[config.mk]
export PLATFORM = sky130hd
export DESIGN_NAME = pcm16_peak_normalizer
export DESIGN_NICKNAME = d
export VERILOG_FILES = /design/src/hdl/pcmn_pkg.sv /design/src/hdl/pcmn_ctrl.sv /design/src/hdl/pcmn_dp.sv /design/src/hdl/pcm16_peak_normalizer.sv
export SDC_FILE = /design/constraint.sdc
export NUM_CORES = 1
export LEC_CHECK = 0
export ABC_AREA = 1
export BUFFER_PORTS_ARGS = -buffer_cell sky130_fd_sc_hd__clkbuf_2
export CAP_MARGIN = 40
export CORE_MARGIN = 3
export CORE_UTILIZATION = 58
export DETAILED_ROUTE_END_ITERATION = 16
export PLACE_DENSITY = 0.78
export SLEW_MARGIN = 20
export SYNTH_ARGS = -nofsm -noshare
export SYNTH_HDL_FRONTEND = slang
export SYNTH_SLANG_ARGS = --single-unit
[constraint.sdc]
create_clock -name i_clk -period 7.7 [get_ports i_clk]
set_clock_uncertainty 0.2 [all_clocks]
set_input_delay 1.155 -clock i_clk [delete_from_list [all_inputs] [get_ports i_clk]]
set_output_delay 1.155 -clock i_clk [all_outputs]
set_load 0.03 [all_outputs]
[src/hdl/pcmn_pkg.sv]
package pcmn_pkg;

    // Field and register widths
    localparam int SAMPLE_W       = 16;
    localparam int MAG_W          = SAMPLE_W + 1;
    localparam int TARGET_W       = 15;
    localparam int GAIN_W         = 24;
    localparam int GAIN_FRAC_BITS = 16;
    localparam int PROD_W         = MAG_W + GAIN_W;
    localparam int ROUND_W        = PROD_W - GAIN_FRAC_BITS;
    localparam int CFG_IDX_W      = 1;
    localparam int CFG_DATA_W     = GAIN_W;

    // Restoring divider: one quotient bit per step
    localparam int DIVD_W    = TARGET_W + GAIN_FRAC_BITS;
    localparam int DIV_STEPS = DIVD_W;
    localparam int DIV_CNT_W = $clog2(DIV_STEPS);

    // Constants
    localparam logic [GAIN_W-1:0]     UNITY_GAIN  = GAIN_W'(1 << GAIN_FRAC_BITS);
    localparam logic [GAIN_W:0]       UNITY_CMP   = (GAIN_W+1)'(1 << GAIN_FRAC_BITS);
    localparam logic [TARGET_W-1:0]   TARGET_RST  = TARGET_W'(29490);
    localparam logic [GAIN_W-1:0]     MAX_GAIN_RST = GAIN_W'(655360);
    localparam logic [ROUND_W-1:0]    POS_LIMIT   = ROUND_W'(32767);
    localparam logic [ROUND_W-1:0]    NEG_LIMIT   = ROUND_W'(32768);
    localparam logic [PROD_W-1:0]     ROUND_HALF  = PROD_W'(1 << (GAIN_FRAC_BITS - 1));

    // Register indexes
    localparam logic [CFG_IDX_W-1:0] REG_TARGET   = 1'b0;
    localparam logic [CFG_IDX_W-1:0] REG_MAX_GAIN = 1'b1;

    // Item and result codes
    localparam logic OP_MEASURE    = 1'b0;
    localparam logic OP_APPLY      = 1'b1;
    localparam logic KIND_REPORT   = 1'b0;
    localparam logic KIND_SAMPLE   = 1'b1;

    typedef enum logic [1:0] {
        ST_SCALED  = 2'd0,
        ST_UNITY   = 2'd1,
        ST_SILENCE = 2'd2
    } t_status;

    // Controller to datapath
    typedef struct packed {
        logic meas;       // fold the input word into the peak
        logic apply;      // register magnitude times gain
        logic div_init;   // load dividend, clear remainder
        logic div_step;   // one quotient bit
        logic div_fin;    // cap, classify, update gain and status
        logic load_rep;   // load a report into the output register
        logic load_smp;   // load a processed sample into the output register
    } t_cmd;

    // Datapath to controller
    typedef struct packed {
        logic peak_zero;
        logic div_done;
        logic out_free;
    } t_sts;

endpackage

[src/hdl/pcmn_ctrl.sv]
module pcmn_ctrl
    import pcmn_pkg::*;
(
    input  logic i_clk,
    input  logic i_rst_n,
    input  logic i_valid,
    input  logic i_op,
    input  logic i_last,
    output logic o_stall,
    input  t_sts i_sts,
    output t_cmd o_cmd
);

    typedef enum logic [5:0] {
        S_IDLE = 6'b000001,
        S_CHK  = 6'b000010,
        S_DIV  = 6'b000100,
        S_FIN  = 6'b001000,
        S_REP  = 6'b010000,
        S_SMP  = 6'b100000
    } t_state;

    t_state r_state, n_state;
    logic   accept;

    assign o_stall = (r_state != S_IDLE);
    assign accept  = i_valid && (r_state == S_IDLE);

    // Decode commands and next state
    always_comb begin
        n_state = r_state;
        o_cmd   = '0;
        case (r_state)
            S_IDLE: begin
                if (accept) begin
                    if (i_op == OP_MEASURE) begin
                        o_cmd.meas = 1'b1;
                        if (i_last) n_state = S_CHK;
                    end else begin
                        o_cmd.apply = 1'b1;
                        n_state     = S_SMP;
                    end
                end
            end
            S_CHK: begin
                o_cmd.div_init = 1'b1;
                n_state = i_sts.peak_zero ? S_FIN : S_DIV;
            end
            S_DIV: begin
                o_cmd.div_step = 1'b1;
                if (i_sts.div_done) n_state = S_FIN;
            end
            S_FIN: begin
                o_cmd.div_fin = 1'b1;
                n_state = S_REP;
            end
            S_REP: begin
                if (i_sts.out_free) begin
                    o_cmd.load_rep = 1'b1;
                    n_state = S_IDLE;
                end
            end
            S_SMP: begin
                if (i_sts.out_free) begin
                    o_cmd.load_smp = 1'b1;
                    n_state = S_IDLE;
                end
            end
            default: n_state = S_IDLE;
        endcase
    end

    always_ff @(posedge i_clk) begin
        if (!i_rst_n) begin
            r_state <= S_IDLE;
        end else begin
            r_state <= n_state;
        end
    end

    // Output register is only written when it can take the word
    a_load_free: assert property (@(posedge i_clk) disable iff (!i_rst_n)
        (o_cmd.load_rep || o_cmd.load_smp) |-> i_sts.out_free)
        else $error("output load while output register busy");

    // Gain computation only follows an accepted last measure word
    a_chk_after_accept: assert property (@(posedge i_clk) disable iff (!i_rst_n)
        (r_state == S_CHK) |-> $past(accept && i_op == OP_MEASURE && i_last))
        else $error("gain computation without a last measure word");

endmodule

[src/hdl/pcmn_dp.sv]
module pcmn_dp
    import pcmn_pkg::*;
(
    input  logic                        i_clk,
    input  logic                        i_rst_n,
    input  logic                        i_cfg_we,
    input  logic [CFG_IDX_W-1:0]        i_cfg_idx,
    input  logic [CFG_DATA_W-1:0]       i_cfg_data,
    input  logic signed [SAMPLE_W-1:0]  i_sample,
    input  logic                        i_first,
    input  t_cmd                        i_cmd,
    output t_sts                        o_sts,
    input  logic                        i_stall,
    output logic                        o_valid,
    output logic                        o_kind,
    output logic signed [SAMPLE_W-1:0]  o_sample_out,
    output logic [1:0]                  o_status,
    output logic [GAIN_W-1:0]           o_gain_out
);

    // Configuration and measured state
    logic [TARGET_W-1:0]  r_target;
    logic [GAIN_W-1:0]    r_max_gain;
    logic [SAMPLE_W-1:0]  r_peak;
    logic [GAIN_W-1:0]    r_gain;
    t_status              r_status;

    // Divider
    logic [SAMPLE_W-1:0]  r_rem;
    logic [DIVD_W-1:0]    r_quo;
    logic [DIV_CNT_W-1:0] r_cnt;

    // Apply stage
    logic [PROD_W-1:0]    r_prod;
    logic                 r_neg;
    logic [SAMPLE_W-1:0]  r_raw;

    // Output register
    logic                 r_ov;
    logic                 r_kind;
    logic [SAMPLE_W-1:0]  r_sample_out;
    t_status              r_status_o;
    logic [GAIN_W-1:0]    r_gain_o;

    logic [MAG_W-1:0]     mag;
    logic [SAMPLE_W-1:0]  peak_base;
    logic [MAG_W-1:0]     trial;
    logic                 trial_ge;
    logic [MAG_W-1:0]     trial_sub;
    logic [GAIN_W-1:0]    g_cap;
    logic [PROD_W-1:0]    rounded_sum;
    logic [ROUND_W-1:0]   rmag;
    logic [SAMPLE_W-1:0]  scaled;
    logic [SAMPLE_W-1:0]  smp_word;

    // Magnitude of the incoming sample; the most negative value gives 32768
    assign mag       = i_sample[SAMPLE_W-1] ? (MAG_W'(1 << SAMPLE_W) - {1'b0, i_sample})
                                            : {1'b0, i_sample};
    assign peak_base = i_first ? '0 : r_peak;

    // Restoring division step
    assign trial     = {r_rem, r_quo[DIVD_W-1]};
    assign trial_ge  = (trial >= {1'b0, r_peak});
    assign trial_sub = trial - {1'b0, r_peak};

    // Cap the quotient at the gain ceiling
    assign g_cap = (r_quo > DIVD_W'(r_max_gain)) ? r_max_gain : r_quo[GAIN_W-1:0];

    // Round half away from zero on the magnitude, then saturate
    assign rounded_sum = r_prod + ROUND_HALF;
    assign rmag        = rounded_sum[PROD_W-1:GAIN_FRAC_BITS];
    always_comb begin
        if (r_neg) begin
            scaled = (rmag > NEG_LIMIT) ? SAMPLE_W'(NEG_LIMIT)
                                        : SAMPLE_W'(NEG_LIMIT) - rmag[SAMPLE_W-1:0]
                                          + SAMPLE_W'(NEG_LIMIT);
        end else begin
            scaled = (rmag > POS_LIMIT) ? SAMPLE_W'(POS_LIMIT) : rmag[SAMPLE_W-1:0];
        end
    end
    assign smp_word = (r_status == ST_SCALED) ? scaled : r_raw;

    assign o_sts.peak_zero = (r_peak == '0);
    assign o_sts.div_done  = (r_cnt == DIV_CNT_W'(DIV_STEPS - 1));
    assign o_sts.out_free  = !r_ov || !i_stall;

    // Configuration registers
    always_ff @(posedge i_clk) begin
        if (!i_rst_n) begin
            r_target   <= TARGET_RST;
            r_max_gain <= MAX_GAIN_RST;
        end else if (i_cfg_we) begin
            case (i_cfg_idx)
                REG_TARGET:   r_target   <= i_cfg_data[TARGET_W-1:0];
                REG_MAX_GAIN: r_max_gain <= i_cfg_data;
                default: ;
            endcase
        end
    end

    // Peak, gain and status
    always_ff @(posedge i_clk) begin
        if (!i_rst_n) begin
            r_peak   <= '0;
            r_gain   <= UNITY_GAIN;
            r_status <= ST_SILENCE;
        end else begin
            if (i_cmd.meas) begin
                r_peak <= (mag[SAMPLE_W-1:0] > peak_base || mag[SAMPLE_W])
                          ? mag[SAMPLE_W-1:0] : peak_base;
            end
            if (i_cmd.div_fin) begin
                if (r_peak == '0) begin
                    r_status <= ST_SILENCE;
                    r_gain   <= UNITY_GAIN;
                end else if ({1'b0, g_cap} <= UNITY_CMP) begin
                    r_status <= ST_UNITY;
                    r_gain   <= UNITY_GAIN;
                end else begin
                    r_status <= ST_SCALED;
                    r_gain   <= g_cap;
                end
            end
        end
    end

    // Divider registers
    always_ff @(posedge i_clk) begin
        if (i_cmd.div_init) begin
            r_quo <= {r_target, {GAIN_FRAC_BITS{1'b0}}};
            r_rem <= '0;
            r_cnt <= '0;
        end else if (i_cmd.div_step) begin
            r_quo <= {r_quo[DIVD_W-2:0], trial_ge};
            r_rem <= trial_ge ? trial_sub[SAMPLE_W-1:0] : trial[SAMPLE_W-1:0];
            r_cnt <= r_cnt + 1'b1;
        end
    end

    // Multiply magnitude by the gain
    always_ff @(posedge i_clk) begin
        if (i_cmd.apply) begin
            r_prod <= {{(PROD_W-MAG_W){1'b0}}, mag} * {{(PROD_W-GAIN_W){1'b0}}, r_gain};
            r_neg  <= i_sample[SAMPLE_W-1];
            r_raw  <= i_sample;
        end
    end

    // Output register: hold the word while stalled
    always_ff @(posedge i_clk) begin
        if (!i_rst_n) begin
            r_ov <= 1'b0;
        end else if (i_cmd.load_rep || i_cmd.load_smp) begin
            r_ov <= 1'b1;
        end else if (!i_stall) begin
            r_ov <= 1'b0;
        end
    end

    always_ff @(posedge i_clk) begin
        if (i_cmd.load_rep || i_cmd.load_smp) begin
            r_kind       <= i_cmd.load_smp ? KIND_SAMPLE : KIND_REPORT;
            r_sample_out <= i_cmd.load_smp ? smp_word : '0;
            r_status_o   <= r_status;
            r_gain_o     <= r_gain;
        end
    end

    assign o_valid      = r_ov;
    assign o_kind       = r_kind;
    assign o_sample_out = r_sample_out;
    assign o_status     = r_status_o;
    assign o_gain_out   = r_gain_o;

    // Unity and silence always carry the unity gain
    a_unity_gain: assert property (@(posedge i_clk) disable iff (!i_rst_n)
        (r_status != ST_SCALED) |-> (r_gain == UNITY_GAIN))
        else $error("gain not unity outside scaled status");

    // Scaled status carries a gain above unity
    a_scaled_gain: assert property (@(posedge i_clk) disable iff (!i_rst_n)
        (r_status == ST_SCALED) |-> ({1'b0, r_gain} > UNITY_CMP))
        else $error("scaled status with gain at or below unity");

endmodule

[src/hdl/pcm16_peak_normalizer.sv]
// Channel | Direction | Handshake          | Word
// --------+-----------+--------------------+-------------------------------------
// input   | in        | i_valid / o_stall  | i_op, i_sample, i_first, i_last
// output  | out       | o_valid / i_stall  | o_kind, o_sample_out, o_status, o_gain_out
// config  | in        | i_cfg_we           | i_cfg_idx, i_cfg_data
//
// Measure word without last: folded into the peak as it is accepted. Measure word
// with last: the restoring divider produces one gain bit per cycle (31 steps).
// Apply word: multiplier register, then round and saturate into the output register.
// Reset is synchronous, active low; peak clears, gain is unity, status silence.
// A finished word waits in the output register while stalled; the block takes
// no new word until the current one is done and its result, if any, is loaded.
module pcm16_peak_normalizer
    import pcmn_pkg::*;
(
    input  logic                        i_clk,
    input  logic                        i_rst_n,
    input  logic                        i_valid,
    output logic                        o_stall,
    input  logic                        i_op,
    input  logic signed [SAMPLE_W-1:0]  i_sample,
    input  logic                        i_first,
    input  logic                        i_last,
    output logic                        o_valid,
    input  logic                        i_stall,
    output logic                        o_kind,
    output logic signed [SAMPLE_W-1:0]  o_sample_out,
    output logic [1:0]                  o_status,
    output logic [GAIN_W-1:0]           o_gain_out,
    input  logic                        i_cfg_we,
    input  logic [CFG_IDX_W-1:0]        i_cfg_idx,
    input  logic [CFG_DATA_W-1:0]       i_cfg_data
);

    t_cmd cmd;
    t_sts sts;

    pcmn_ctrl u_ctrl (
        .i_clk   (i_clk),
        .i_rst_n (i_rst_n),
        .i_valid (i_valid),
        .i_op    (i_op),
        .i_last  (i_last),
        .o_stall (o_stall),
        .i_sts   (sts),
        .o_cmd   (cmd)
    );

    pcmn_dp u_dp (
        .i_clk        (i_clk),
        .i_rst_n      (i_rst_n),
        .i_cfg_we     (i_cfg_we),
        .i_cfg_idx    (i_cfg_idx),
        .i_cfg_data   (i_cfg_data),
        .i_sample     (i_sample),
        .i_first      (i_first),
        .i_cmd        (cmd),
        .o_sts        (sts),
        .i_stall      (i_stall),
        .o_valid      (o_valid),
        .o_kind       (o_kind),
        .o_sample_out (o_sample_out),
        .o_status     (o_status),
        .o_gain_out   (o_gain_out)
    );

endmodule

==> impl_metrics.toml <==
[status]
outcome = "finished, final reports clean"

[timing]
max_freq_mhz = 133
finalSetupViolCount = 0
timing.final.crit_share_pct = 97.7
maxSlewHeadroom_pct = 39.2
worstMarginPinSlew_ns = 0.905
layout_min_cycle_time_ns = 7.52
finalHoldViolCount = 0
hold_ws_ns = 0.259
tns_ns = 0
setup_ws_ns = 0.177
slew_viol_final = 0

[detailed_routing]
drtIter0Drc = 2016
finalWirelength_mm = 78.0
drc = 0
wl_per_cell_um = 19.7
first_pass_iters = 6
routed_via_density = 5.63
ant_nets = 0
via_count = 22300

[grt]
grt_max_degree = 46
grt_pass1_vias = 22700
antenna_found_initial = 1
grt_use_total_pct = 34.8
grt_pass1_wl_mm = 123
grt-ovfl-total = 0

[yosys]
ys_dominant_reg_cell = "dfxtp_1"
ys_warn_count = 0
synth_cells = 3148
syn_avg_cell_area_um2 = 7.92
syn_area_um2 = 24900
async_flop_share_pct = 0
synth_edf_count = 100
synth-seq-cells = 225
ys_seq_area_share_pct = 22.1
ys_types = 57

[floorplan]
rows = 75
die_h_um = 213
die_w_um = 213
start_util_pct = 59.1
ios = 94
die_area_um2 = 45500
fp.coreArea_um2 = 42200

[critical_path]
arrival_ns = 7.63
crit_slowest_cell = "fa_1"
regToRegSetupSlack_ns = 1.07
cp_common_cell = "fa_1"
worst-path-buf-inv = 10
path_class = "in -> reg"
critPathLaunchType = "primary input"
cp_max_fo = 8
crit_required_ns = 7.81
crit_family = "adder cells"
endpoint_kind = "flop"
max_stage_delay_ns = 0.61

[cts]
clock-sinks = 225
ctsHtreeMaxLevel = 1
clock_path_buffers = 3
cts.clk_slew.worst_paths_ns = 0.06
clk_latency_ns = 0.55
cts_tree = "yes"
cts_buffers = 27
cts_root_buf = "clkbuf_16"

[placed_design]
io_buffer_count = 93
dp_cells = 3888
place_ws_ns = -0.629
place_hpwl_mm = 62.6
postPlaceCellArea_um2 = 27400
gp_congestion = 1.01

[final_layout]
areaGrowthSynthToFinish_pct = 15.2
drive_gt1_share_pct = 14.1
layout.cells.non_filler = 3954
fin_util_pct = 68.1
n_antenna_cell = 0
final_cell_area_um2 = 28700
nets = 3946

[power_and_ir_drop]
powerDensity_nw_per_um2 = 165
fin_total_pwr_mw = 4.74
ir_drop_v = 0.000237
p_leak_nw = 13.9

[hold_path]
hold_class = "reg -> reg"

[job]
maxCapViolCount = 0
per-layer routing:
metal	GRT usage, %	up-vias	routed length, um
met5	0	-	0
met4	11.6	0	3290
met3	5.87	201	7130
met2	57.4	1044	35900
met1	47.4	10800	31600
li1	-	10200	-
flip-flops by register name, summed over array words and instances (netlist names), 2 cells and up:
register / count
u_ctrl.r_state: 6
u_dp.o_gain_out: 24
u_dp.o_sample_out: 16
u_dp.o_status: 2
u_dp.r_cnt: 5
u_dp.r_gain: 24
u_dp.r_max_gain: 24
u_dp.r_peak: 16
u_dp.r_prod: 26
u_dp.r_quo: 31
u_dp.r_raw: 16
u_dp.r_rem: 16
u_dp.r_status: 2
u_dp.r_target: 15
worst reg2reg max path, cell delays in order, from the launching register on:
cell,delay (ns)
dfxtp_1,0.84
inv_1,0.34
nor2_1,0.20
fa_1,0.44
inv_1,0.10
fa_1,0.41
fa_1,0.51
inv_1,0.06
fa_1,0.51
fa_1,0.57
inv_1,0.06
fa_1,0.53
inv_1,0.05
ha_2,0.39
nand2_2,0.10
nor4_2,0.31
nand3_1,0.13
o2111ai_2,0.12
nand2_1,0.09
o211ai_1,0.20
nand2_1,0.12
nand3_2,0.08
xor2_1,0.06
power breakdown:
part	internal, mW	switching [mW]	total, mW
clock	0.716	0.515	1.23
sequential	1.46	0.129	1.59
combinational	0.688	1.23	1.92
layout by cell type, fill, tap and decap left out, drive strengths merged, types with 10 or more instances in the layout:
master,netlist,routed
buf,27,208
or2,10,10
a31oi,12,12
dfxtp,125,125
a21oi,177,177
o22ai,16,16
conb,2,24
o211ai,22,22
fa,328,328
ha,175,175
clkinv,8,10
xnor2,17,17
o21ai,124,124
nor3,37,37
nand2,741,741
nand3b,17,17
nand4,32,32
clkbuf,82,137
edfxtp,100,100
xor2,42,42
nor2,264,264
inv,641,645
nand3,105,105
nor4,10,10
cell type report:
| type | count | area [um^2] |
|---|---|---|
| Clock buffer | 41 | 758 |
| Clock inverter | 9 | 90.1 |
| Fill cell | 3510 | 13500 |
| Inverter | 649 | 2440 |
| Multi-Input combinational cell | 2187 | 17000 |
| Sequential cell | 225 | 5510 |
| Tap cell | 539 | 674 |
| Timing Repair Buffer | 304 | 2240 |
path summary, 6_finish.rpt:
| kind | start | end | depth (start not counted) |
|---|---|---|---|
| worst max-delay path | i_sample[0] | u_dp.r_prod[31] | 30 |
| worst min-delay path | u_dp.r_target[4] | u_dp.r_target[4] | 2 |
| worst max register to register | u_dp.r_gain[8] | u_dp.r_prod[37] | 22 |
| worst min register to register | u_dp.r_target[4] | u_dp.r_target[4] | 2 |
timing repair:
item,in CTS,in global routing
gates resized for setup,3,91
pin swaps,1,35
endpoints found under the setup margin,8,25
hold buffers,0,0
buffers inserted,1,10
cloned,0,3
Yosys cell counts (all sizes together) (8+ instances only):
| cell | count | area (um^2) |
|---|---|---|
| or2 | 10 | 62.6 |
| xor2 | 42 | 375 |
| nand3b | 17 | 131 |
| o21ai | 124 | 621 |
| inv | 641 | 2410 |
| o22ai | 16 | 100 |
| buf | 27 | 161 |
| a31oi | 12 | 75.1 |
| dfxtp | 125 | 2500 |
| clkbuf | 82 | 308 |
| ha | 175 | 2190 |
| edfxtp | 100 | 3000 |
| nand4 | 32 | 206 |
| nor2 | 264 | 1050 |
| nand2 | 741 | 2810 |
| nor3 | 37 | 236 |
| o211ai | 22 | 165 |
| clkinv | 8 | 30.0 |
| a21oi | 177 | 886 |
| nand3 | 105 | 553 |
| nor4 | 10 | 77.6 |
| xnor2 | 17 | 156 |
| fa | 328 | 6570 |
kinds of logic (layout without fill, tap and decap cells):
group	after synthesis	after routing	synth area share, %
flops	225	225	22.1
other cells	2	24	0.0301
xor+xnor	59	59	2.13
compound gates	381	381	8.34
buf+inv	758	1003	11.6
fa+ha+maj	503	503	35.1
simple gates	1220	1220	20.7
No activity file was read; power rests on OpenSTA's default activity.
